===== config.mk =====
export PLATFORM = sky130hd
export DESIGN_NAME = crc32c_frame_receiver
export DESIGN_NICKNAME = d
export VERILOG_FILES = /design/src/sv/crcfr_pkg.sv /design/src/sv/crc32c_frame_receiver.sv /design/src/sv/crcfr_fifo.sv /design/src/sv/crcfr_front.sv /design/src/sv/crcfr_back.sv
export SDC_FILE = /design/constraint.sdc
export NUM_CORES = 1
export LEC_CHECK = 0
export ABC_AREA = 1
export BUFFER_PORTS_ARGS = -buffer_cell sky130_fd_sc_hd__buf_4
export CORE_MARGIN = 4
export CORE_UTILIZATION = 50
export CTS_CLUSTER_SIZE = 30
export DETAILED_ROUTE_END_ITERATION = 16
export PLACE_DENSITY = 0.76
export SLEW_MARGIN = 20
export SYNTH_ARGS = -nofsm -noshare
export SYNTH_HDL_FRONTEND = slang
export SYNTH_SLANG_ARGS = --single-unit
export TNS_END_PERCENT = 20

===== constraint.sdc =====
create_clock -name clk -period 5.55 [get_ports clk]
set_input_delay 0.555 -clock clk [delete_from_list [all_inputs] [get_ports clk]]
set_output_delay 0.555 -clock clk [all_outputs]
set_load 0.03 [all_outputs]

===== src/sv/crcfr_pkg.sv =====
// Shared types, codes and CRC-32C helpers for the CRC-32C frame receiver.
package crcfr_pkg;

	localparam logic [31:0] CRC_POLY     = 32'h82F6_3B78;
	localparam logic [31:0] CRC_INIT     = 32'hFFFF_FFFF;
	localparam int          HDR_BYTES    = 9;
	localparam int          CRC_BYTES    = 4;

	// frame status codes
	localparam logic [2:0] ST_OK          = 3'd0;
	localparam logic [2:0] ST_BAD_MAGIC   = 3'd1;
	localparam logic [2:0] ST_BAD_VERSION = 3'd2;
	localparam logic [2:0] ST_OVERSIZED   = 3'd3;
	localparam logic [2:0] ST_CRC_MISM    = 3'd4;

	// result kinds
	localparam logic KIND_PAYLOAD = 1'b0;
	localparam logic KIND_STATUS  = 1'b1;

	// configuration register indexes
	localparam logic [1:0] REG_MAGIC   = 2'd0;
	localparam logic [1:0] REG_VERSION = 2'd1;
	localparam logic [1:0] REG_MAX_LEN = 2'd2;

	// commands from the parser to the CRC/result engine
	typedef enum logic [2:0] {
		OP_START    = 3'd0,
		OP_PAYLOAD  = 3'd1,
		OP_CRC      = 3'd2,
		OP_CRC_LAST = 3'd3,
		OP_STATUS   = 3'd4
	} op_t;

	typedef struct packed {
		op_t        op;
		logic [7:0] data;
	} cmd_t;

	typedef struct packed {
		logic       out_kind;
		logic [7:0] payload_byte;
		logic [2:0] frame_status;
	} res_t;

	typedef struct packed {
		logic [31:0] expected_magic;
		logic [7:0]  expected_version;
		logic [31:0] max_payload_bytes;
	} cfg_t;

	// reflected CRC-32C table entry; constant logic for each index
	function automatic logic [31:0] crc_tab(input logic [7:0] idx);
		logic [31:0] c;
		c = {24'd0, idx};
		for (int k = 0; k < 8; k++) begin
			c = c[0] ? (CRC_POLY ^ (c >> 1)) : (c >> 1);
		end
		return c;
	endfunction

	function automatic logic [31:0] crc_step(input logic [31:0] crc, input logic [7:0] b);
		return (crc >> 8) ^ crc_tab(crc[7:0] ^ b);
	endfunction

endpackage


===== src/sv/crc32c_frame_receiver.sv =====
// Top level of the CRC-32C length-prefixed frame receiver.
//
// Usage: feed the received stream one byte per item on rx_byte with push; an
// item is taken at a clock edge where push is high and full is low. Results
// come out like a queue: while empty is low the oldest result sits on
// out_kind/payload_byte/frame_status and is taken with pop. out_kind 0 is a
// forwarded payload byte, out_kind 1 a frame status that ends the frame.
// Configuration (magic, version, max length) is written through cfg_wr,
// cfg_addr, cfg_wdata while no frame is in flight; index 3 is ignored.
// Throughput: one byte per cycle sustained while the consumer keeps up. The
// parser takes a byte each cycle into a command queue, and the CRC engine
// does one table step per command per cycle. Path: the edge that accepts a
// byte loads the command queue, and the engine then moves its result into
// the result queue once that queue has room. Early CRC bytes and header
// bytes give no result, except the last byte of a rejected header.
// Reset clears the queues, returns the parser to header hunting, and loads
// the register defaults. When the consumer stalls, the result queue fills,
// the engine holds, the command queue fills and full rises to hold the sender.
module crc32c_frame_receiver
	import crcfr_pkg::*;
#(
	parameter int CMD_DEPTH = 4,
	parameter int RES_DEPTH = 2
) (
	input  logic        clk,
	input  logic        arst_n,
	input  logic        push,
	output logic        full,
	input  logic [7:0]  rx_byte,
	output logic        empty,
	input  logic        pop,
	output logic        out_kind,
	output logic [7:0]  payload_byte,
	output logic [2:0]  frame_status,
	input  logic        cfg_wr,
	input  logic [1:0]  cfg_addr,
	input  logic [31:0] cfg_wdata
);

	cfg_t cfg_q;
	logic accept;
	logic cmd_push, cmd_full, cmd_empty, cmd_pop;
	cmd_t cmd_in, cmd_out;
	logic res_push, res_full;
	res_t res_in, res_out;

	// configuration registers; a write lands at once and the parser uses it
	// at the next header check
	always_ff @(posedge clk or negedge arst_n) begin
		if (!arst_n) begin
			cfg_q.expected_magic    <= 32'd0;
			cfg_q.expected_version  <= 8'd1;
			cfg_q.max_payload_bytes <= 32'd65536;
		end else if (cfg_wr) begin
			case (cfg_addr)
				REG_MAGIC:   cfg_q.expected_magic    <= cfg_wdata;
				REG_VERSION: cfg_q.expected_version  <= cfg_wdata[7:0];
				REG_MAX_LEN: cfg_q.max_payload_bytes <= cfg_wdata;
				default:     cfg_q <= cfg_q;
			endcase
		end
	end

	// take a byte whenever the command queue has room
	assign full   = cmd_full;
	assign accept = push & ~cmd_full;

	crcfr_front u_front (
		.clk      (clk),
		.arst_n   (arst_n),
		.accept   (accept),
		.rx_byte  (rx_byte),
		.cfg      (cfg_q),
		.cmd_push (cmd_push),
		.cmd      (cmd_in)
	);

	crcfr_fifo #(
		.WIDTH ($bits(cmd_t)),
		.DEPTH (CMD_DEPTH)
	) u_cmd_q (
		.clk    (clk),
		.arst_n (arst_n),
		.push   (cmd_push),
		.wdata  (cmd_in),
		.full   (cmd_full),
		.pop    (cmd_pop),
		.rdata  (cmd_out),
		.empty  (cmd_empty)
	);

	crcfr_back u_back (
		.clk       (clk),
		.arst_n    (arst_n),
		.cmd_empty (cmd_empty),
		.cmd       (cmd_out),
		.cmd_pop   (cmd_pop),
		.res_full  (res_full),
		.res_push  (res_push),
		.res       (res_in)
	);

	// result queue decouples the engine from the consumer
	crcfr_fifo #(
		.WIDTH ($bits(res_t)),
		.DEPTH (RES_DEPTH)
	) u_res_q (
		.clk    (clk),
		.arst_n (arst_n),
		.push   (res_push),
		.wdata  (res_in),
		.full   (res_full),
		.pop    (pop),
		.rdata  (res_out),
		.empty  (empty)
	);

	assign out_kind     = res_out.out_kind;
	assign payload_byte = res_out.payload_byte;
	assign frame_status = res_out.frame_status;

endmodule


===== src/sv/crcfr_fifo.sv =====
// Small register FIFO used between parser and engine and at the result side.
module crcfr_fifo #(
	parameter int WIDTH = 8,
	parameter int DEPTH = 2
) (
	input  logic             clk,
	input  logic             arst_n,
	input  logic             push,
	input  logic [WIDTH-1:0] wdata,
	output logic             full,
	input  logic             pop,
	output logic [WIDTH-1:0] rdata,
	output logic             empty
);

	localparam int PW = (DEPTH > 1) ? $clog2(DEPTH) : 1;
	localparam int CW = $clog2(DEPTH + 1);
	localparam logic [PW-1:0] LAST_PTR = PW'(DEPTH - 1);
	localparam logic [CW-1:0] FULL_CNT = CW'(DEPTH);

	logic [WIDTH-1:0] mem_q [DEPTH];
	logic [PW-1:0]    wr_ptr_q, rd_ptr_q;
	logic [CW-1:0]    count_q;
	logic             do_push, do_pop;

	assign full    = (count_q == FULL_CNT);
	assign empty   = (count_q == '0);
	assign do_push = push & ~full;
	assign do_pop  = pop & ~empty;
	assign rdata   = mem_q[rd_ptr_q];

	always_ff @(posedge clk) begin
		if (do_push) begin
			mem_q[wr_ptr_q] <= wdata;
		end
	end

	always_ff @(posedge clk or negedge arst_n) begin
		if (!arst_n) begin
			wr_ptr_q <= '0;
			rd_ptr_q <= '0;
			count_q  <= '0;
		end else begin
			if (do_push) begin
				wr_ptr_q <= (wr_ptr_q == LAST_PTR) ? '0 : wr_ptr_q + PW'(1);
			end
			if (do_pop) begin
				rd_ptr_q <= (rd_ptr_q == LAST_PTR) ? '0 : rd_ptr_q + PW'(1);
			end
			if (do_push && !do_pop) begin
				count_q <= count_q + CW'(1);
			end else if (do_pop && !do_push) begin
				count_q <= count_q - CW'(1);
			end
		end
	end

endmodule


===== src/sv/crcfr_front.sv =====
// Frame parser: tracks header, payload and CRC phases and issues engine commands.
module crcfr_front
	import crcfr_pkg::*;
(
	input  logic       clk,
	input  logic       arst_n,
	input  logic       accept,
	input  logic [7:0] rx_byte,
	input  cfg_t       cfg,
	output logic       cmd_push,
	output cmd_t       cmd
);

	localparam logic [1:0] PH_HEADER  = 2'd0;
	localparam logic [1:0] PH_PAYLOAD = 2'd1;
	localparam logic [1:0] PH_CRC     = 2'd2;

	localparam logic [31:0] HDR_LAST = 32'(HDR_BYTES - 1);
	localparam logic [1:0]  CRC_LAST = 2'(CRC_BYTES - 1);

	logic [1:0]  phase_q, phase_d;
	logic [31:0] pos_q, pos_d, pos_inc;
	logic [31:0] magic_q, magic_d;
	logic [7:0]  ver_q, ver_d;
	logic [31:0] len_q, len_d;

	assign pos_inc = pos_q + 32'd1;

	always_comb begin
		phase_d  = phase_q;
		pos_d    = pos_q;
		magic_d  = magic_q;
		ver_d    = ver_q;
		len_d    = len_q;
		cmd_push = 1'b0;
		cmd.op   = OP_PAYLOAD;
		cmd.data = rx_byte;
		if (accept) begin
			case (phase_q)
				PH_PAYLOAD: begin
					cmd_push = 1'b1;
					pos_d    = pos_inc;
					if (pos_inc >= len_q) begin
						phase_d = PH_CRC;
						pos_d   = '0;
					end
				end
				PH_CRC: begin
					cmd_push = 1'b1;
					if (pos_q[1:0] == CRC_LAST) begin
						cmd.op  = OP_CRC_LAST;
						phase_d = PH_HEADER;
						pos_d   = '0;
					end else begin
						cmd.op = OP_CRC;
						pos_d  = pos_inc;
					end
				end
				default: begin
					// header bytes: magic, version, then length, all big-endian
					if (pos_q < 32'd4) begin
						magic_d = {magic_q[23:0], rx_byte};
					end else if (pos_q == 32'd4) begin
						ver_d = rx_byte;
					end else begin
						len_d = {len_q[23:0], rx_byte};
					end
					pos_d = pos_inc;
					if (pos_q == HDR_LAST) begin
						pos_d    = '0;
						cmd_push = 1'b1;
						cmd.op   = OP_STATUS;
						phase_d  = PH_HEADER;
						if (magic_d != cfg.expected_magic) begin
							cmd.data = {5'd0, ST_BAD_MAGIC};
						end else if (ver_d != cfg.expected_version) begin
							cmd.data = {5'd0, ST_BAD_VERSION};
						end else if (len_d > cfg.max_payload_bytes) begin
							cmd.data = {5'd0, ST_OVERSIZED};
						end else begin
							cmd.op  = OP_START;
							phase_d = (len_d == '0) ? PH_CRC : PH_PAYLOAD;
						end
					end
				end
			endcase
		end
	end

	always_ff @(posedge clk or negedge arst_n) begin
		if (!arst_n) begin
			phase_q <= PH_HEADER;
			pos_q   <= '0;
		end else begin
			phase_q <= phase_d;
			pos_q   <= pos_d;
		end
	end

	always_ff @(posedge clk) begin
		magic_q <= magic_d;
		ver_q   <= ver_d;
		len_q   <= len_d;
	end

endmodule


===== src/sv/crcfr_back.sv =====
// CRC engine: runs CRC-32C over payload, collects the received CRC, builds results.
module crcfr_back
	import crcfr_pkg::*;
(
	input  logic clk,
	input  logic arst_n,
	input  logic cmd_empty,
	input  cmd_t cmd,
	output logic cmd_pop,
	input  logic res_full,
	output logic res_push,
	output res_t res
);

	logic [31:0] crc_q, rcv_q, rcv_new;

	assign cmd_pop = ~cmd_empty & ~res_full;
	assign rcv_new = {rcv_q[23:0], cmd.data};

	always_comb begin
		res_push         = 1'b0;
		res.out_kind     = KIND_STATUS;
		res.payload_byte = '0;
		res.frame_status = ST_OK;
		if (cmd_pop) begin
			case (cmd.op)
				OP_PAYLOAD: begin
					res_push         = 1'b1;
					res.out_kind     = KIND_PAYLOAD;
					res.payload_byte = cmd.data;
				end
				OP_CRC_LAST: begin
					res_push         = 1'b1;
					res.frame_status = ((~crc_q) == rcv_new) ? ST_OK : ST_CRC_MISM;
				end
				OP_STATUS: begin
					res_push         = 1'b1;
					res.frame_status = cmd.data[2:0];
				end
				default: begin
					res_push = 1'b0;
				end
			endcase
		end
	end

	always_ff @(posedge clk or negedge arst_n) begin
		if (!arst_n) begin
			crc_q <= CRC_INIT;
			rcv_q <= '0;
		end else if (cmd_pop) begin
			case (cmd.op)
				OP_START: begin
					crc_q <= CRC_INIT;
					rcv_q <= '0;
				end
				OP_PAYLOAD: begin
					crc_q <= crc_step(crc_q, cmd.data);
				end
				OP_CRC, OP_CRC_LAST: begin
					rcv_q <= rcv_new;
				end
				default: begin
					crc_q <= crc_q;
				end
			endcase
		end
	end

endmodule


[Word-level counts from Yosys, hierarchy flattened]
Memories as Yosys holds them, arrays and structs flattened.
Cells that the tools add are included.
Word-level totals
  logic and storage cells: 165
  bits in writable memories: 68
  output and inout port bits: 14
  input port bits: 47
  register bits after elaboration: 245
  memories: 2
Memories
  u_cmd_q.mem_q: depth 4, width 11, rd ports 1, clocked after memory_dff 0, wr ports 1, RTL line crcfr_fifo.sv:21  | logic [WIDTH-1:0] mem_q [DEPTH];
  u_res_q.mem_q: depth 2, width 12, rd ports 1, clocked after memory_dff 0, wr ports 1, RTL line crcfr_fifo.sv:21
Cells by class
  order comparisons: 3
  muxes and demuxes: 65
  bitwise logic cells: 22
  equal/unequal tests: 20
  reductions and logical operators: 28
  add/subtract/negate cells: 9
Operators by type and width (count)
  $mux W32: 18
  $pmux W32 S2: 2
  $not A16 Y17: 7
  $mux W8: 8
  $pmux W24 S2: 1
  $add A32 B1 Y32 const B: 1
  $eq A32 B3 Y1 const B: 1
  $eq A32 B32 Y1: 1
  $eq A32 B4 Y1 const B: 1
  $ge A32 B32 Y1: 1
  $gt A32 B32 Y1: 1
  $logic_not A32 Y1: 1
  $lt A32 B3 Y1 const B: 1
  $ne A32 B32 Y1: 1
  $not A32 Y32: 1
  $xor A24 B32 Y32: 1
  $mux W11: 2
  $mux W2: 11
  $mux W3: 6
  $not A4 Y17: 1
  $eq A2 B2 Y1 const B: 6
  $mux W1: 12
  $mux W12: 1
  $pmux W3 S2: 2
  26 further kinds: 59

[Logic depth before layout (Yosys ltp)]
An unclocked memory read counts as a cell.
  depth in word-level cells: 20
  mapped depth: 27
  mapped depth without buffers: 26

[Hierarchy]
From an unflattened synthesis, not the netlist that was laid out.
Unflattened totals
  cell total of the unflattened synthesis: 2406
  area total of the unflattened synthesis: 18816.8 um^2
By module, submodules not included
  crcfr_front: area an instance 8784.7 um^2, seq. area each 3012.9 um^2, times used 1, cells each 1273
  crcfr_back: area an instance 3749.8 um^2, seq. area each 1441.4 um^2, times used 1, cells each 529
  crc32c_frame_receiver: area an instance 2936.6 um^2, seq. area each 1804.2 um^2, times used 1, cells each 321
  crcfr_fifo (u_cmd_q): area an instance 2225.9 um^2, seq. area each 1496.4 um^2, times used 1, cells each 189
  crcfr_fifo (u_res_q): area an instance 1119.8 um^2, seq. area each 820.8 um^2, times used 1, cells each 94

[Least setup slack after synthesis]
No wires, ideal clock.
  path type: register to register
  start point: register u_front.phase_q[0]
  end point: memory u_cmd_q.mem_q[0][2] (netlist name) (data pin)
  data arrival time: 4.713 ns
  cell stages (with the launch flop): 9
  path slack: 0.579 ns
  clock period less this slack: 4.971 ns
  data required time: 5.292 ns
  buffers on the path: 0
  library setup time: 0.258 ns
  cell sequence: dfrtp_1 inv_1 ha_1 inv_1 nor2_1 and3b_1 o21ai_2 nand2_4 nor2_2
RTL lines
  from (decl): RTL line crcfr_front.sv:21  | logic [1:0] phase_q, phase_d;
  from (signal assigned): RTL line crcfr_front.sv:95  | phase_q <= phase_d;
  to (decl): RTL line crcfr_fifo.sv:21

[Worst setup path in the final report]
  start point: register u_front.pos_q[2]
  end point: register u_front.pos_q[4]
Between the ends
  cells in the longest elaborated chain, start to end: 4
  elaborated cells on any way between the ends: 7
  those cells by class: add/sub: 1; order compare: 1; eq/ne: 1; mux: 4
Ends and longest elaborated chain
  from (decl): RTL line crcfr_front.sv:22  | logic [31:0] pos_q, pos_d, pos_inc;
  from (signal assigned): RTL line crcfr_front.sv:96  | pos_q <= pos_d;
  $add A32 B1 Y32: RTL line crcfr_front.sv:27  | assign pos_inc = pos_q + 32'd1;
  $ge A32 B32 Y1: RTL line crcfr_front.sv:43  | if (pos_inc >= len_q) begin
  $mux W32: RTL line crcfr_front.sv:43
  $pmux W32 S2 (*): RTL line crcfr_front.sv:39  | case (phase_q)
Mark *: on every way between the ends. The rest lies on a longest branch, timed or not.
A chain may end at the register's enable or synchronous reset.

==> out/metrics.yaml <==
status: "completed"
vias: 15200
syn_area_per_cell_um2: 8.08
fmax_ghz: 0.228
cts_tree: "built"
globalRouteMet3Util_pct: 2.93
finalSetupViolCount: 0
fin_setup_tns_ns: 0
synth_area_leaders: "edfxtp_1 (23%), dfrtp_1 (19%), nand2_1 (13%), inv_1 (7.7%), ha_1 (5.3%)"
multiInputGateArea_um2: 8160
num_rows: 70
grt_use_total_pct: 22.4
cts_buffers: 35
finalMaxSlewViolations: 0
fin_crit_ns: 4.39
routedWlPerCell_um: 16.3
rsz0062_at_grt: "no"
grtUsageMet1_pct: 30.0
async_reset_ff_share_pct: 55.3
synthFlopType: "edfxtp_1"
cts_setup_buffers: 0
drc: 0
layout_setup_ws_ns: 1.16
dp_hpwl_um: 33500
antenna-diode-count: 0
io_pins: 61
fin_skew_ns: 0.0266
peakVddDrop_uv: 499
drt_first_iter_violations: 1209
hold_ws_ns: 0.149
syn-cell-area_um2: 18500
cp_max_fo: 9
nFillCells: 3212
grt_pass1_vias: 14400
cts_sinks: 313
hp-class: "in2async"
dp_slack_ns: 1.30
crit_path_top_delay_cell: "nor2_1"
grt.busiest_layer: "met2"
ctsLongestPathBuffers: 3
grt_pass1_wl_um: 74200
io_buffer_count: 60
die-area_um2: 40100
synth_cell_type_count: 51
arrival_ns: 4.85
leakagePower_nw: 9.92
power_density_nw_per_um2: 612
critical_path.startpoint_type: "flip-flop"
path_clk_slew_ns: 0.06
synth_top_cell_area_share_pct: 22.7
drtAntennaViolNets: 0
dr.pass1.iters: 6
seqCellArea_um2: 8580
synth_cells: 2287
max_slew_margin_pct: 27.7
cts-resized-gates: 0
gr-total-overflow: 0
synth-seq-cells: 313
syn-num-nets: 2414
die_height_um: 200
postCtsHoldBufs: 0
synth_top_area_cell: "edfxtp_1"
post-route-period-util_pct: 79.0
synth_edf_count: 140
gp_congestion: 0.943
syn2layout_area_growth_pct: 10.7
tightest_slew_ns: 1.08
ys_seq_area_share_pct: 46.4
fp.coreArea_um2: 36500
start_util_pct: 50.6
via_per_inst: 5.37
hold_violations: 0
yosys-top-cells-count: "nand2_1 (657), inv_1 (379), o21ai_0 (155)"
cp.required_ns: 6.01
endpoint_kind: "flip-flop"
root_buffer: "clkbuf_16"
cp_slowest_stage_delay_ns: 0.53
die_x_um: 200
grtUsageMet2_pct: 38.3
worstSetupPathType: "reg2reg"
layout-drive-gt1-share_pct: 10.2
htreeDepth: 2
fin_nets: 2461
drt_wl_total_um: 46000
ys_warn_count: 0
synthMostInstantiatedCell: "nand2_1"
antenna_found_initial: 0
grt_max_degree: 109
clk_latency_ns: 0.53
path_cells: "inv_1, nor3_1, nand2_1, inv_1, nand4_1, nor3_1, nand2_1, nor2_1, xor2_1, inv_1, ha_1, a21oi_1, o21ai_0, nand2_1, o211ai_1, a31oi_1, nand3_1, nor2_1, nand2_1, o21ai_0, a21oi_1, nor2_1"
cp_common_cell: "nand2_1"
drv_cap: 0
-- flip-flops by register name (all words and copies together) (netlist names) --
| signal | flops |
|---|---|
| cfg_q | 72 |
| u_cmd_q.count_q | 3 |
| u_front.magic_q | 32 |
| u_front.len_q | 32 |
| u_res_q.count_q | 2 |
| u_res_q.wr_ptr_q | 1 |
| u_cmd_q.rd_ptr_q | 2 |
| u_res_q.rd_ptr_q | 1 |
| u_back.crc_q | 32 |
| u_cmd_q.wr_ptr_q | 2 |
| u_front.pos_q | 32 |
| u_res_q.mem_q | 24 |
| u_back.rcv_q | 24 |
| u_cmd_q.mem_q | 44 |
| u_front.ver_q | 8 |
| u_front.phase_q | 2 |
-- stage by stage --
step	total power, mW	instances	instance area (um^2)	util, %
6_report	12.5	2827	20500	56.0
5_1_grt	13.5	2827	20500	56.0
4_1_cts	12.5	2827	20400	56.0
3_5_place_dp	10.1	2765	19300	52.8
3_3_place_gp	9.89	2765	19300	52.8
2_1_floorplan	8.62	2287	18500	-
-- worst max-delay path, delay by kind of cell (launching register included) --
kind,cells,cell delay [ns]
simple gates,11,2.42
compound gates,6,0.67
flops,1,0.43
buf+inv,3,0.31
fa+ha+maj,1,0.29
xor+xnor,1,0.20
-- path summary, 6_finish.rpt --
kind                                  startpoint                  end  depth (start not counted)  slack (ns)
worst max-delay path            u_front.pos_q[2]     u_front.pos_q[4]                         22        1.16
worst min-delay path                      arst_n   u_cmd_q.count_q[0]                          1        0.15
worst max register to register  u_front.pos_q[2]     u_front.pos_q[4]                         22        1.16
worst min register to register         cfg_q[30]            cfg_q[30]                          2        0.48
max in group asynchronous                 arst_n  u_cmd_q.wr_ptr_q[0]                          2        4.30
min in group clk                   cfg_wdata[31]            cfg_q[71]                          3        0.33
-- cells in the final DEF (no fill, tap or decap), types with 5 or more instances in the layout --
cell	n
nand2_1	657
inv_1	379
o21ai_0	154
nand3_1	144
edfxtp_1	140
dfrtp_1	139
nor2_1	132
ha_1	79
buf_4	68
xor2_1	60
a21oi_1	55
o22ai_1	35
clkbuf_16	35
dfstp_2	34
nand4_1	27
nand2_2	26
nor3_1	20
o211ai_1	16
xnor2_1	16
nor4_1	12
nor2_2	10
nand3b_1	10
inv_2	9
o21ai_1	9
clkbuf_1	9
nor2_4	8
nand3_2	7
nand2_4	7
clkbuf_8	7
xor2_2	6
o21bai_1	5
clkinv_2	5
-- kinds of logic (layout without fill, tap and decap cells) --
kind of cell,after synthesis,count (layout),share of synthesized area [%]
xor+xnor,86,86,4.72
fa+ha+maj,80,80,5.46
flops,313,313,46.4
compound gates,290,290,8.63
simple gates,1070,1070,25.1
buf+inv,448,520,9.66
-- layout make-up --
cell class | count | share of cell area [%]
flip-flops and latches | 313 | 41.9
multi-input cells | 1526 | 39.9
inverters | 389 | 7.15
clock buffers | 50 | 4.85
well taps | 468 | 2.86
repair buffers | 69 | 2.56
clock inverters | 12 | 0.807
-- per-layer routing --
metal	vias up	part of all wire, %
li1	7443	-
met1	7138	42
met2	508	49
met3	85	6.3
met4	0	2.6
met5	-	0
-- where the power goes --
group,switching (mW),internal (mW)
registers,0.521,3.18
logic,4.28,2.17
clock network,0.937,1.43
total,5.74,6.78
No activity file was read; power rests on OpenSTA's default activity.
